File: config.mk
export PLATFORM = sky130hd
export DESIGN_NAME = frontlight_duty_mixer_core
export DESIGN_NICKNAME = d
export VERILOG_FILES = /design/src/rtl/fdm_pkg.sv /design/src/rtl/fdm_div.sv /design/src/rtl/fdm_dp.sv /design/src/rtl/fdm_ctrl.sv /design/src/rtl/frontlight_duty_mixer_core.sv
export SDC_FILE = /design/constraint.sdc
export NUM_CORES = 2
export LEC_CHECK = 0
export ABC_AREA = 1
export BUFFER_PORTS_ARGS = -buffer_cell sky130_fd_sc_hd__buf_2
export CORE_UTILIZATION = 40
export DETAILED_ROUTE_END_ITERATION = 8
export PLACE_DENSITY_LB_ADDON = 0.15
export SLEW_MARGIN = 20
export SYNTH_ARGS = -nofsm -noshare
export SYNTH_HDL_FRONTEND = slang
export SYNTH_SLANG_ARGS = --single-unit
File: constraint.sdc
create_clock -name i_clk -period 9.5 [get_ports i_clk]
set_clock_uncertainty 0.1 [all_clocks]
set_input_delay 0.475 -clock i_clk [delete_from_list [all_inputs] [get_ports i_clk]]
set_output_delay 0.475 -clock i_clk [all_outputs]
set_load 0.02 [all_outputs]
File: src/rtl/fdm_pkg.sv
package fdm_pkg;

    // Port widths
    localparam int FUNC_W     = 3;
    localparam int VALUE_W    = 8;
    localparam int DUTY_W     = 16;
    localparam int PMIC_LO_W  = 8;
    localparam int PMIC_HI_W  = 5;
    localparam int CFG_IDX_W  = 2;
    localparam int CFG_DATA_W = 5;

    // Internal widths
    localparam int PCT_W      = 7;
    localparam int LVL_W      = 8;
    localparam int LVL_SQ_W   = 16;
    localparam int PMIC_D_W   = 12;
    localparam int UPD_W      = 15;
    localparam int UPD_RCP_W  = 16;
    localparam int PMIC_XW    = 26;
    localparam int PMIC_RW    = 27;

    // Command codes
    localparam logic [FUNC_W-1:0] FUNC_SET_PCT  = 3'd0;
    localparam logic [FUNC_W-1:0] FUNC_SET_LVL  = 3'd1;
    localparam logic [FUNC_W-1:0] FUNC_OFF      = 3'd2;
    localparam logic [FUNC_W-1:0] FUNC_ON       = 3'd3;
    localparam logic [FUNC_W-1:0] FUNC_SET_WARM = 3'd4;

    // Configuration register indexes
    localparam logic [CFG_IDX_W-1:0] REG_PWM_BITS    = 2'd0;
    localparam logic [CFG_IDX_W-1:0] REG_DUAL        = 2'd1;
    localparam logic [CFG_IDX_W-1:0] REG_ACTIVE_HIGH = 2'd2;
    localparam logic [CFG_IDX_W-1:0] REG_PMIC        = 2'd3;

    localparam logic [CFG_DATA_W-1:0] PWM_BITS_RST = 5'd8;
    localparam logic [PCT_W-1:0]      PCT_MAX      = 7'd100;
    localparam logic [LVL_W-1:0]      LVL_MAX      = 8'd255;
    localparam logic [PCT_W-1:0]      ROUND_HALF   = 7'd50;
    localparam logic [LVL_SQ_W-1:0]   LVL_DIV      = 16'd64516;

    // Reciprocals: floor(x / d) == (x * ceil(2^k / d)) >> k over the range in use
    localparam int UPD_K_LVL = 22;
    localparam int UPD_K_PCT = 23;
    localparam int PMIC_K    = 40;
    localparam logic [UPD_RCP_W-1:0] RCP_100_UPD =
        UPD_RCP_W'(((64'd1 << UPD_K_LVL) + 64'd99) / 64'd100);
    localparam logic [UPD_RCP_W-1:0] RCP_255 =
        UPD_RCP_W'(((64'd1 << UPD_K_PCT) + 64'd254) / 64'd255);
    localparam logic [PMIC_RW-1:0] RCP_10000 =
        PMIC_RW'(((64'd1 << PMIC_K) + 64'd9999) / 64'd10000);

    typedef enum logic [3:0] {
        OP_NONE,
        OP_UPD_MUL,
        OP_UPD_WR,
        OP_SQUARE,
        OP_SCALE,
        OP_PCT_DIV,
        OP_PCT_TOT,
        OP_DIV_GO,
        OP_LVL_TOT,
        OP_WARM_MUL,
        OP_WARM_DIV,
        OP_OUT
    } t_dp_op;

    typedef struct packed {
        logic   load;
        t_dp_op op;
    } t_dp_cmd;

    typedef struct packed {
        logic pmic_mode;
        logic level_mode;
        logic dual_channel;
        logic div_done;
    } t_dp_stat;

endpackage

File: src/rtl/fdm_div.sv
module fdm_div
    import fdm_pkg::*;
#(
    parameter int NW = 32
) (
    input  logic          i_clk,
    input  logic          i_rst_n,
    input  logic          i_start,
    input  logic [NW-1:0] i_dividend,
    output logic [NW-1:0] o_quotient,
    output logic          o_done
);

    // 254 squared is four times an odd number: drop the factor of four by a shift,
    // then divide by the odd part with a reciprocal that is exact below 2^(NW-2)
    localparam logic [LVL_SQ_W-1:0] ODD_DIV = LVL_DIV >> 2;
    localparam int YW = NW - 2;
    localparam int K  = NW + 12;
    localparam int MW = NW - 1;
    localparam int PW = YW + MW;
    localparam logic [MW-1:0] RCP =
        MW'(((64'd1 << K) + 64'(ODD_DIV) - 64'd1) / 64'(ODD_DIV));

    logic [YW-1:0] y;
    logic [PW-1:0] r_prod;
    logic          r_done;

    assign y = i_dividend[NW-1:2];

    always_ff @(posedge i_clk) begin
        if (!i_rst_n) begin
            r_done <= 1'b0;
        end else begin
            r_done <= i_start;
        end
    end

    // One multiply per start; hold the product until the next start
    always_ff @(posedge i_clk) begin
        if (i_start) begin
            r_prod <= PW'(y) * PW'(RCP);
        end
    end

    assign o_quotient = NW'(r_prod[PW-1:K]);
    assign o_done     = r_done;

    a_done_after_start: assert property (@(posedge i_clk) disable iff (!i_rst_n)
        i_start |=> o_done)
        else $error("divider start without done");

    a_done_from_start: assert property (@(posedge i_clk) disable iff (!i_rst_n)
        o_done |-> $past(i_start))
        else $error("divider done without a start");

    a_no_back_to_back: assert property (@(posedge i_clk) disable iff (!i_rst_n)
        i_start |=> !i_start)
        else $error("divider restarted while its result is pending");

endmodule

File: src/rtl/fdm_dp.sv
module fdm_dp
    import fdm_pkg::*;
#(
    parameter int MAX_PWM_BITS = 16
) (
    input  logic                  i_clk,
    input  logic                  i_rst_n,
    input  logic                  i_cfg_we,
    input  logic [CFG_IDX_W-1:0]  i_cfg_idx,
    input  logic [CFG_DATA_W-1:0] i_cfg_data,
    input  logic [FUNC_W-1:0]     i_func,
    input  logic [VALUE_W-1:0]    i_value,
    input  t_dp_cmd               i_cmd,
    output t_dp_stat              o_stat,
    output logic [DUTY_W-1:0]     o_cool_duty,
    output logic [DUTY_W-1:0]     o_warm_duty,
    output logic [PMIC_LO_W-1:0]  o_pmic_duty_low,
    output logic [PMIC_HI_W-1:0]  o_pmic_duty_high
);

    localparam int FW   = MAX_PWM_BITS;
    localparam int XW   = FW + 7;
    localparam int K100 = XW + 7;
    localparam int RW   = XW + 1;
    localparam int LXW  = LVL_SQ_W + FW;
    localparam int MA   = (XW > PMIC_XW) ? XW : PMIC_XW;
    localparam int MB   = (RW > PMIC_RW) ? RW : PMIC_RW;
    localparam int PW   = MA + MB;

    localparam logic [RW-1:0] RCP_100 = RW'(((64'd1 << K100) + 64'd99) / 64'd100);
    localparam logic [CFG_DATA_W-1:0] BITS_MAX = CFG_DATA_W'(FW);

    // Configuration
    logic [CFG_DATA_W-1:0] r_pwm_bits;
    logic                  r_dual;
    logic                  r_active_high;
    logic                  r_pmic;

    // Brightness state
    logic [PCT_W-1:0] r_pct;
    logic [LVL_W-1:0] r_lvl;
    logic             r_lvl_mode;
    logic [PCT_W-1:0] r_last;
    logic [PCT_W-1:0] r_warm_share;

    // Working registers
    logic [FUNC_W-1:0]    r_func;
    logic [VALUE_W-1:0]   r_value;
    logic [PW-1:0]        r_prod;
    logic [FW-1:0]        r_total;
    logic [DUTY_W-1:0]    r_cool;
    logic [DUTY_W-1:0]    r_warm;
    logic [PMIC_LO_W-1:0] r_plo;
    logic [PMIC_HI_W-1:0] r_phi;

    logic [PCT_W-1:0]      value_clamp;
    logic [PCT_W-1:0]      p_sel;
    logic [UPD_W-1:0]      upd_a;
    logic [UPD_RCP_W-1:0]  upd_b;
    logic [LVL_W-1:0]      sq_op;
    logic [PMIC_XW-1:0]    pmic_x;
    logic [CFG_DATA_W-1:0] bits_c;
    logic [FW-1:0]         ones_fw;
    logic [FW-1:0]         full;
    logic [FW-1:0]         full_m1;
    logic [XW-1:0]         num_rnd;
    logic [MA-1:0]         mul_a;
    logic [MB-1:0]         mul_b;
    logic [PW-1:0]         prod;
    logic [LVL_W-1:0]      lvl_from_pct;
    logic [PCT_W-1:0]      pct_from_lvl;
    logic [PMIC_D_W-1:0]   pmic_d;
    logic [FW-1:0]         q100;
    logic [LXW-1:0]        quo;
    logic                  div_done;
    logic [FW-1:0]         warm_l;
    logic [FW-1:0]         cool_l;
    logic [FW-1:0]         cool_p;
    logic [FW-1:0]         warm_p;

    assign value_clamp = (r_value > VALUE_W'(PCT_MAX)) ? PCT_MAX : r_value[PCT_W-1:0];

    always_comb begin
        case (r_func)
            FUNC_OFF: p_sel = '0;
            FUNC_ON:  p_sel = r_last;
            default:  p_sel = value_clamp;
        endcase
    end

    always_comb begin
        if (r_func == FUNC_SET_LVL) begin
            upd_a = UPD_W'(r_value) * UPD_W'(PCT_MAX);
            upd_b = RCP_255;
        end else begin
            upd_a = UPD_W'(p_sel) * UPD_W'(LVL_MAX);
            upd_b = RCP_100_UPD;
        end
    end

    assign sq_op  = r_pmic ? LVL_W'(r_pct) : (r_lvl - LVL_W'(1));
    assign pmic_x = (PMIC_XW'(r_prod[13:0]) << PMIC_D_W) - PMIC_XW'(r_prod[13:0]);

    assign bits_c = (r_pwm_bits == '0) ? CFG_DATA_W'(1) :
                    (r_pwm_bits > BITS_MAX) ? BITS_MAX : r_pwm_bits;
    assign ones_fw = '1;
    assign full    = ones_fw >> (BITS_MAX - bits_c);
    assign full_m1 = full - FW'(1);
    assign num_rnd = r_prod[XW-1:0] + XW'(ROUND_HALF);

    // Shared multiplier; each product is registered before the next use
    always_comb begin
        case (i_cmd.op)
            OP_UPD_MUL: begin
                mul_a = MA'(upd_a);
                mul_b = MB'(upd_b);
            end
            OP_SQUARE: begin
                mul_a = MA'(sq_op);
                mul_b = MB'(sq_op);
            end
            OP_SCALE: begin
                if (r_pmic) begin
                    mul_a = MA'(pmic_x);
                    mul_b = MB'(RCP_10000);
                end else if (r_lvl_mode) begin
                    mul_a = MA'(r_prod[LVL_SQ_W-1:0]);
                    mul_b = MB'(full_m1);
                end else begin
                    mul_a = MA'(r_pct);
                    mul_b = MB'(full);
                end
            end
            OP_PCT_DIV, OP_WARM_DIV: begin
                mul_a = MA'(num_rnd);
                mul_b = MB'(RCP_100);
            end
            OP_WARM_MUL: begin
                mul_a = MA'(r_total);
                mul_b = MB'(r_warm_share);
            end
            default: begin
                mul_a = '0;
                mul_b = '0;
            end
        endcase
    end

    assign prod = PW'(mul_a) * PW'(mul_b);

    assign lvl_from_pct = r_prod[UPD_K_LVL +: LVL_W];
    assign pct_from_lvl = r_prod[UPD_K_PCT +: PCT_W];
    assign pmic_d       = r_prod[PMIC_K +: PMIC_D_W];
    assign q100         = r_prod[K100 +: FW];

    fdm_div #(
        .NW (LXW)
    ) u_div (
        .i_clk      (i_clk),
        .i_rst_n    (i_rst_n),
        .i_start    (i_cmd.op == OP_DIV_GO),
        .i_dividend (r_prod[LXW-1:0]),
        .o_quotient (quo),
        .o_done     (div_done)
    );

    assign warm_l = r_dual ? q100 : '0;
    assign cool_l = r_total - warm_l;
    assign cool_p = r_active_high ? cool_l : (full - cool_l);
    assign warm_p = r_dual ? (r_active_high ? warm_l : (full - warm_l)) : '0;

    always_ff @(posedge i_clk) begin
        if (!i_rst_n) begin
            r_pwm_bits    <= PWM_BITS_RST;
            r_dual        <= 1'b0;
            r_active_high <= 1'b1;
            r_pmic        <= 1'b0;
            r_pct         <= '0;
            r_lvl         <= '0;
            r_lvl_mode    <= 1'b0;
            r_last        <= PCT_MAX;
            r_warm_share  <= '0;
        end else begin
            if (i_cfg_we) begin
                case (i_cfg_idx)
                    REG_PWM_BITS:    r_pwm_bits    <= i_cfg_data;
                    REG_DUAL:        r_dual        <= i_cfg_data[0];
                    REG_ACTIVE_HIGH: r_active_high <= i_cfg_data[0];
                    REG_PMIC:        r_pmic        <= i_cfg_data[0];
                    default: ;
                endcase
            end
            if (i_cmd.op == OP_UPD_WR) begin
                case (r_func)
                    FUNC_SET_PCT, FUNC_OFF, FUNC_ON: begin
                        r_pct      <= p_sel;
                        r_lvl      <= lvl_from_pct;
                        r_lvl_mode <= 1'b0;
                        if (p_sel != '0) begin
                            r_last <= p_sel;
                        end
                    end
                    FUNC_SET_LVL: begin
                        r_lvl      <= r_value;
                        r_pct      <= pct_from_lvl;
                        r_lvl_mode <= 1'b1;
                    end
                    FUNC_SET_WARM: r_warm_share <= value_clamp;
                    default: ;
                endcase
            end
        end
    end

    always_ff @(posedge i_clk) begin
        if (i_cmd.load) begin
            r_func  <= i_func;
            r_value <= i_value;
        end
        case (i_cmd.op)
            OP_UPD_MUL, OP_SQUARE, OP_SCALE, OP_PCT_DIV, OP_WARM_MUL, OP_WARM_DIV: begin
                r_prod <= prod;
            end
            OP_PCT_TOT: r_total <= q100;
            // Level zero gives no light at all
            OP_LVL_TOT: r_total <= (r_lvl == '0) ? '0 : (quo[FW-1:0] + FW'(1));
            OP_OUT: begin
                if (r_pmic) begin
                    r_cool <= '0;
                    r_warm <= '0;
                    r_plo  <= pmic_d[PMIC_LO_W-1:0];
                    r_phi  <= {(pmic_d != '0), pmic_d[PMIC_D_W-1:PMIC_LO_W]};
                end else begin
                    r_cool <= DUTY_W'(cool_p);
                    r_warm <= DUTY_W'(warm_p);
                    r_plo  <= '0;
                    r_phi  <= '0;
                end
            end
            default: ;
        endcase
    end

    assign o_stat.pmic_mode    = r_pmic;
    assign o_stat.level_mode   = r_lvl_mode;
    assign o_stat.dual_channel = r_dual;
    assign o_stat.div_done     = div_done;

    assign o_cool_duty      = r_cool;
    assign o_warm_duty      = r_warm;
    assign o_pmic_duty_low  = r_plo;
    assign o_pmic_duty_high = r_phi;

endmodule

File: src/rtl/fdm_ctrl.sv
module fdm_ctrl
    import fdm_pkg::*;
(
    input  logic     i_clk,
    input  logic     i_rst_n,
    input  logic     i_in_valid,
    output logic     o_in_stall,
    output logic     o_out_valid,
    input  logic     i_out_stall,
    input  t_dp_stat i_stat,
    output t_dp_cmd  o_cmd
);

    typedef enum logic [3:0] {
        S_IDLE,
        S_UPD_MUL,
        S_UPD_WR,
        S_SQUARE,
        S_SCALE,
        S_PCT_DIV,
        S_PCT_TOT,
        S_DIV_GO,
        S_DIV_WAIT,
        S_LVL_TOT,
        S_WARM_MUL,
        S_WARM_DIV,
        S_OUT
    } t_state;

    t_state r_state;
    t_state n_state;
    logic   r_out_valid;
    logic   slot_free;

    assign slot_free = !r_out_valid || !i_out_stall;

    always_comb begin
        n_state    = r_state;
        o_cmd.load = (r_state == S_IDLE) && i_in_valid;
        o_cmd.op   = OP_NONE;
        case (r_state)
            S_IDLE: begin
                if (i_in_valid) begin
                    n_state = S_UPD_MUL;
                end
            end
            S_UPD_MUL: begin
                o_cmd.op = OP_UPD_MUL;
                n_state  = S_UPD_WR;
            end
            S_UPD_WR: begin
                o_cmd.op = OP_UPD_WR;
                n_state  = S_SQUARE;
            end
            S_SQUARE: begin
                o_cmd.op = OP_SQUARE;
                n_state  = S_SCALE;
            end
            S_SCALE: begin
                o_cmd.op = OP_SCALE;
                if (i_stat.pmic_mode) begin
                    n_state = S_OUT;
                end else if (i_stat.level_mode) begin
                    n_state = S_DIV_GO;
                end else begin
                    n_state = S_PCT_DIV;
                end
            end
            S_PCT_DIV: begin
                o_cmd.op = OP_PCT_DIV;
                n_state  = S_PCT_TOT;
            end
            S_PCT_TOT: begin
                o_cmd.op = OP_PCT_TOT;
                n_state  = i_stat.dual_channel ? S_WARM_MUL : S_OUT;
            end
            S_DIV_GO: begin
                o_cmd.op = OP_DIV_GO;
                n_state  = S_DIV_WAIT;
            end
            S_DIV_WAIT: begin
                if (i_stat.div_done) begin
                    n_state = S_LVL_TOT;
                end
            end
            S_LVL_TOT: begin
                o_cmd.op = OP_LVL_TOT;
                n_state  = i_stat.dual_channel ? S_WARM_MUL : S_OUT;
            end
            S_WARM_MUL: begin
                o_cmd.op = OP_WARM_MUL;
                n_state  = S_WARM_DIV;
            end
            S_WARM_DIV: begin
                o_cmd.op = OP_WARM_DIV;
                n_state  = S_OUT;
            end
            S_OUT: begin
                // hold until the output register is free
                if (slot_free) begin
                    o_cmd.op = OP_OUT;
                    n_state  = S_IDLE;
                end
            end
            default: n_state = S_IDLE;
        endcase
    end

    always_ff @(posedge i_clk) begin
        if (!i_rst_n) begin
            r_state     <= S_IDLE;
            r_out_valid <= 1'b0;
        end else begin
            r_state <= n_state;
            if (r_state == S_OUT && slot_free) begin
                r_out_valid <= 1'b1;
            end else if (!i_out_stall) begin
                r_out_valid <= 1'b0;
            end
        end
    end

    assign o_in_stall  = (r_state != S_IDLE);
    assign o_out_valid = r_out_valid;

    a_stall_after_accept: assert property (@(posedge i_clk) disable iff (!i_rst_n)
        (i_in_valid && !o_in_stall) |=> o_in_stall)
        else $error("input not stalled after an accepted transaction");

    a_valid_from_out: assert property (@(posedge i_clk) disable iff (!i_rst_n)
        $rose(r_out_valid) |-> $past(r_state == S_OUT))
        else $error("result raised outside the output step");

    a_div_only_level: assert property (@(posedge i_clk) disable iff (!i_rst_n)
        (r_state == S_DIV_WAIT) |-> (i_stat.level_mode && !i_stat.pmic_mode))
        else $error("divider wait outside level mode");

endmodule

File: src/rtl/frontlight_duty_mixer_core.sv
// An accepted input transaction steps through UPD_MUL, UPD_WR, SQUARE and SCALE, then OUT in
// PMIC mode; percent mode adds PCT_DIV and PCT_TOT, level mode DIV_GO, DIV_WAIT and LVL_TOT,
// and the warm channel adds WARM_MUL and WARM_DIV. The output register frees the input side.
// OUT registers the result, and a new transaction is accepted back in idle. The sequence comes
// from the one shared multiplier and, in level mode, the reciprocal multiply that divides by 254 squared.
// Synchronous active-low reset returns the sequencer, configuration and brightness state to their reset values.
module frontlight_duty_mixer_core
    import fdm_pkg::*;
#(
    parameter int MAX_PWM_BITS = 16
) (
    input  logic                  i_clk,
    input  logic                  i_rst_n,
    input  logic                  i_cfg_we,
    input  logic [CFG_IDX_W-1:0]  i_cfg_idx,
    input  logic [CFG_DATA_W-1:0] i_cfg_data,
    input  logic                  i_in_valid,
    output logic                  o_in_stall,
    input  logic [FUNC_W-1:0]     i_func,
    input  logic [VALUE_W-1:0]    i_value,
    output logic                  o_out_valid,
    input  logic                  i_out_stall,
    output logic [DUTY_W-1:0]     o_cool_duty,
    output logic [DUTY_W-1:0]     o_warm_duty,
    output logic [PMIC_LO_W-1:0]  o_pmic_duty_low,
    output logic [PMIC_HI_W-1:0]  o_pmic_duty_high
);

    t_dp_cmd  cmd;
    t_dp_stat stat;

    fdm_ctrl u_ctrl (
        .i_clk       (i_clk),
        .i_rst_n     (i_rst_n),
        .i_in_valid  (i_in_valid),
        .o_in_stall  (o_in_stall),
        .o_out_valid (o_out_valid),
        .i_out_stall (i_out_stall),
        .i_stat      (stat),
        .o_cmd       (cmd)
    );

    fdm_dp #(
        .MAX_PWM_BITS (MAX_PWM_BITS)
    ) u_dp (
        .i_clk            (i_clk),
        .i_rst_n          (i_rst_n),
        .i_cfg_we         (i_cfg_we),
        .i_cfg_idx        (i_cfg_idx),
        .i_cfg_data       (i_cfg_data),
        .i_func           (i_func),
        .i_value          (i_value),
        .i_cmd            (cmd),
        .o_stat           (stat),
        .o_cool_duty      (o_cool_duty),
        .o_warm_duty      (o_warm_duty),
        .o_pmic_duty_low  (o_pmic_duty_low),
        .o_pmic_duty_high (o_pmic_duty_high)
    );

endmodule
==> reports/results.md <==
| Group | Metric | This run |
|:---|:---|:---|
| synthesis | Warnings from Yosys | 0 |
| min path | Kind of path behind the tightest hold check | primary input to flip-flop |
| global routing | Aggregate global-route resource usage | 30.09% |
| routing | Avg Vias per Cell | 5.158 |
| floorplanning | Total Die Area | 0.1191 mm² |
| placement | Final RePlAce weighted congestion | 0.9955 |
| setup path | Sort of element at the end of the critical path | flip-flop |
| synthesis | Average footprint of a synthesized cell | 7.859 µm² |
| routing | Number of design rule violations left after detail routing | 0 |
| routing | Number of DRC markers in iteration 0 | 3160 |
| setup path | CP max stage delay | 0.59 ns |
| floorplanning | Die Wd | 345.1 µm |
| job | Max Cap Viol | 0 |
| synthesis | Main combinational cell family by area after synthesis | adder cells |
| finish | Net count reported at finish | 7985 |
| routing | Final wirelength | 179600 µm |
| timing | Time the worst path needs with I/O delays and setup | 10.57 ns |
| synthesis | Yosys reg bits | 184 |
| floorplanning | Initial standard-cell utilization of the core | 40.41% |
| synthesis | Post-synthesis instance total | 5991 |
| routing | DR WL/cell | 22.20 µm |
| global routing | Vias in the first global route | 41810 |
| finish | Area taken by multi-input logic gates | 0.03837 mm² |
| synthesis | XOR/XNOR Fraction of Synth Area | 1.637% |
| cts | Total CTS buffers | 17 |
| cts | Clock Tree Root | sky130_fd_sc_hd__clkbuf_16 |
| placement | Port-buffer cells | 69 |
| synthesis | Post-synth EDFFs | 140 |
| global routing | Total grt overflow | 0 |
| synthesis | FFs w/ async S/R, synth | 0% |
| floorplanning | Die H | 345.1 µm |
| finish | Layout cells sized above 1 | 19.02% |
| floorplanning | Core outline area | 0.1165 mm² |
| min path | Hold-critical path endpoint | u_dp.r_func[2]$_DFFE_PP_ |
| cts | Count of H-tree levels built during CTS | 4 |
| timing | Worst Tran Pin Value | 1.296 ns |
| timing | Number of max-slew violations in the final report | 0 |
| synthesis | Most area-consuming cells after synthesis | sky130_fd_sc_hd__fa_1 28%, sky130_fd_sc_hd__ha_1 20%, sky130_fd_sc_hd__inv_1 12% |
| cts | Clock latency on the worst-skew pair | 0.53 ns |
| min path | Start point of the worst min-delay path | i_func[2] |
| timing | Max transition margin | 13.26% |
| global routing | Largest net degree at the start of global routing | 53 |
| timing | Worst hold-check slack | 0.02814 ns |
| timing | Final number of hold-violating endpoints | 0 |
| setup path | Critical R2R Launch | u_dp.r_value[4]$_DFFE_PP_ |
| setup path | Kind of start point of the critical path | flip-flop |
| setup path | Arrival time reported for the critical path endpoint | 10.74 ns |
| synthesis | Commonest cells in the netlist | 1502 x sky130_fd_sc_hd__inv_1, 1082 x sky130_fd_sc_hd__nand2_1, 747 x sky130_fd_sc_hd__ha_1, 668 x sky130_fd_sc_hd__fa_1, 447 x sky130_fd_sc_hd__nor2_1 |
| timing | Max Freq | 94.65 MHz |
| cts | Total of hold buffers inserted after clock tree synthesis | 0 |
| synthesis | Post-synthesis sequential area ratio | 10.80% |
| finish | Sequential cell area | 0.005086 mm² |
| synthesis | Fraction of synthesized area in multiplexers | 0% |
| timing | Number of endpoints failing setup at the final stage | 40 |
| synthesis | Post-synthesis cell type count | 64 |
| setup path | Most frequent CP cell | sky130_fd_sc_hd__inv_2 |
| synthesis | Proportion of netlist area held by the largest area contributor | 28.40% |
| routing | Vias after detailed routing | 41720 |
| global routing | Number of antenna violations at the first check in global routing | 6 |
| outcome | Violations in the final reports | negative setup slack |
| cts | Clock Path Buffers | 2 |
| setup path | Capture point of the worst reg-to-reg path | u_dp.r_prod[38]$_DFFE_PP_ |
| routing | Number of nets still failing antenna checks after routing | 0 |
| timing | Final setup margin | -1.066 ns |
| finish | Count of filler cells inserted in the layout | 11740 |
| finish | Post-Route Utilization | 48.58% |
| synthesis | Area of the mapped netlist | 0.04708 mm² |
| placement | Post-place instance area | 0.05332 mm² |
| routing | First drt pass iteration count | 6 |
| setup path | Worst Path Max Fanout | 5 |
| global routing | Global-route wire length before repair | 265500 µm |
| cts | Clock transition at path regs | 0.09 ns |
| synthesis | Compound-cell area share of the yosys netlist | 7.771% |
| synthesis | Most instantiated library cell after synthesis | sky130_fd_sc_hd__inv_1 |
| finish | Post-synthesis to final-layout area growth | 20.23% |
| placement | HPWL after DPL | 154100 µm |
| cts | Clock tree from TritonCTS | built |
| outcome | Run status | finished, violations left |
| setup path | Crit Path Class | flip-flop to flip-flop |
| timing | Unrepaired setup endpoints after global routing | yes |
| setup path | Worst-case reg-to-reg path depth | 53 |
| placement | Place WS | -1.429 ns |
| setup path | Cell at the slowest stage of the critical path | sky130_fd_sc_hd__fa_1 |
| synthesis | Dominant synthesized flop cell | sky130_fd_sc_hd__edfxtp_1 |
| synthesis | Simple-gate share of the synthesized area | 18.17% |
| cts | Clock sink total | 184 |
| synthesis | Cell type contributing the most total cell area after synthesis | sky130_fd_sc_hd__fa_1 |
| setup path | Worst-case register-to-register setup slack | -1.07 ns |
| setup path | Req. time, crit path | 9.68 ns |
| min path | Cell count of the worst hold path | 1 |
| finish | Final cell area excluding filler cells | 0.05660 mm² |
| synthesis | Adder-cell area share of the yosys netlist | 48.26% |
| floorplanning | Top-level I/O count | 70 |
| floorplanning | Number of core rows | 125 |
| timing | Share of the clock period used by the worst path after layout | 111.2% |
[flip-flops by register name, indices dropped and copies added (netlist names), 4 cells and up]
name                   count
u_dp.r_pct                 7
u_dp.r_last                7
u_dp.u_div.r_prod         16
u_dp.r_prod               52
u_dp.o_cool_duty          16
u_dp.o_warm_duty          16
u_dp.r_lvl                 8
u_dp.r_warm_share          7
u_dp.r_value               8
u_dp.o_pmic_duty_low       8
u_dp.r_pwm_bits            5
u_ctrl.r_state             4
u_dp.r_total              16
u_dp.o_pmic_duty_high      5
[per-stage QoR]
step / setup TNS, ns / std cells
2_1_floorplan: -7.454 / 6027
3_3_place_gp: -47.45 / 8009
3_5_place_dp: -46.44 / 8009
4_1_cts: -37.90 / 8055
5_1_grt: -51.57 / 8084
6_report: -35.34 / 8088
[worst max-delay path: cells and delay by family, from the launching register on]
family | cells | cell delay (ns)
compound gates | 5 | 0.86
fa+ha+maj | 14 | 6.49
flops | 1 | 0.42
simple gates | 19 | 1.46
buf+inv | 15 | 0.99
[cell families after synthesis]
group | Yosys count
compound gates | 650
xor+xnor | 88
fa+ha+maj | 1415
buf+inv | 1639
flops | 184
other cells | 2
simple gates | 2013
[cell type report]
cell class,count,area share (%)
multi-input combinational,4205,67.79
timing repair buffer,584,8.331
sequential,184,8.985
clock inverter,15,0.4001
clock buffer,17,0.7515
inverter,1555,10.35
antenna,4,0.01768
tap,1524,3.369
[routing by layer]
metal / vias up / routed length (µm) / GRT usage [%]
met4: 2 / 6776 / 9.539
li1: 19610 / - / -
met2: 1472 / 82190 / 48.59
met3: 236 / 12210 / 3.587
met1: 20400 / 78370 / 41.89
met5: - / 13 / 0
[layout by cell type, fill, tap and decap left out, types with 19 or more instances in the layout]
cell,Yosys,final
sky130_fd_sc_hd__inv_1,1502,1403
sky130_fd_sc_hd__nand2_1,1082,984
sky130_fd_sc_hd__ha_1,747,703
sky130_fd_sc_hd__fa_1,668,624
sky130_fd_sc_hd__buf_4,10,449
sky130_fd_sc_hd__nor2_1,447,361
sky130_fd_sc_hd__nand3_1,275,254
sky130_fd_sc_hd__a21oi_1,296,246
sky130_fd_sc_hd__o21ai_0,193,157
sky130_fd_sc_hd__inv_2,49,142
sky130_fd_sc_hd__edfxtp_1,140,140
sky130_fd_sc_hd__nand2_2,18,69
sky130_fd_sc_hd__buf_2,42,69
sky130_fd_sc_hd__nor2_2,18,56
sky130_fd_sc_hd__nand4_1,56,56
sky130_fd_sc_hd__nor2_4,7,55
sky130_fd_sc_hd__xor2_1,62,54
sky130_fd_sc_hd__nand2_4,4,44
sky130_fd_sc_hd__fa_2,0,44
sky130_fd_sc_hd__dfxtp_1,44,43
sky130_fd_sc_hd__conb_1,2,38
sky130_fd_sc_hd__ha_4,0,38
sky130_fd_sc_hd__buf_6,5,35
sky130_fd_sc_hd__a21oi_2,6,34
sky130_fd_sc_hd__nor3_1,41,34
sky130_fd_sc_hd__o21ai_1,17,29
sky130_fd_sc_hd__o21bai_1,28,26
sky130_fd_sc_hd__xnor2_1,26,25
sky130_fd_sc_hd__a21oi_4,2,24
sky130_fd_sc_hd__buf_12,0,24
sky130_fd_sc_hd__nand3_2,8,23
sky130_fd_sc_hd__o211ai_1,21,21
sky130_fd_sc_hd__clkbuf_16,0,19
[how the worst max path moves through the flow]
stage / end / slack [ns] / cells past startpoint / from
6_report: u_dp.r_prod[38]$_DFFE_PP_ / -1.07 / 53 / u_dp.r_value[4]$_DFFE_PP_
5_1_grt: u_dp.r_prod[34]$_DFFE_PP_ / -1.47 / 55 / u_dp.r_value[4]$_DFFE_PP_
3_3_place_gp: u_dp.r_prod[19]$_DFFE_PP_ / -1.52 / 49 / u_dp.r_value[4]$_DFFE_PP_
3_5_place_dp: u_dp.r_prod[19]$_DFFE_PP_ / -1.43 / 53 / u_dp.r_value[4]$_DFFE_PP_
2_1_floorplan: u_dp.r_prod[43]$_DFFE_PP_ / -0.30 / 54 / u_dp.r_value[7]$_DFFE_PP_
4_1_cts: u_dp.r_prod[37]$_DFFE_PP_ / -1.09 / 58 / u_dp.r_value[4]$_DFFE_PP_
[what timing repair did]
item                                    in CTS  in global routing
cloned                                       1                  3
resized for setup                          188                391
endpoints found under the setup margin      41                 43
pin swaps                                   69                204
buffers inserted                            14                 29
Power is not shown: default switching activity piles up to over one toggle a cycle in this logic, so the estimate is an artifact.
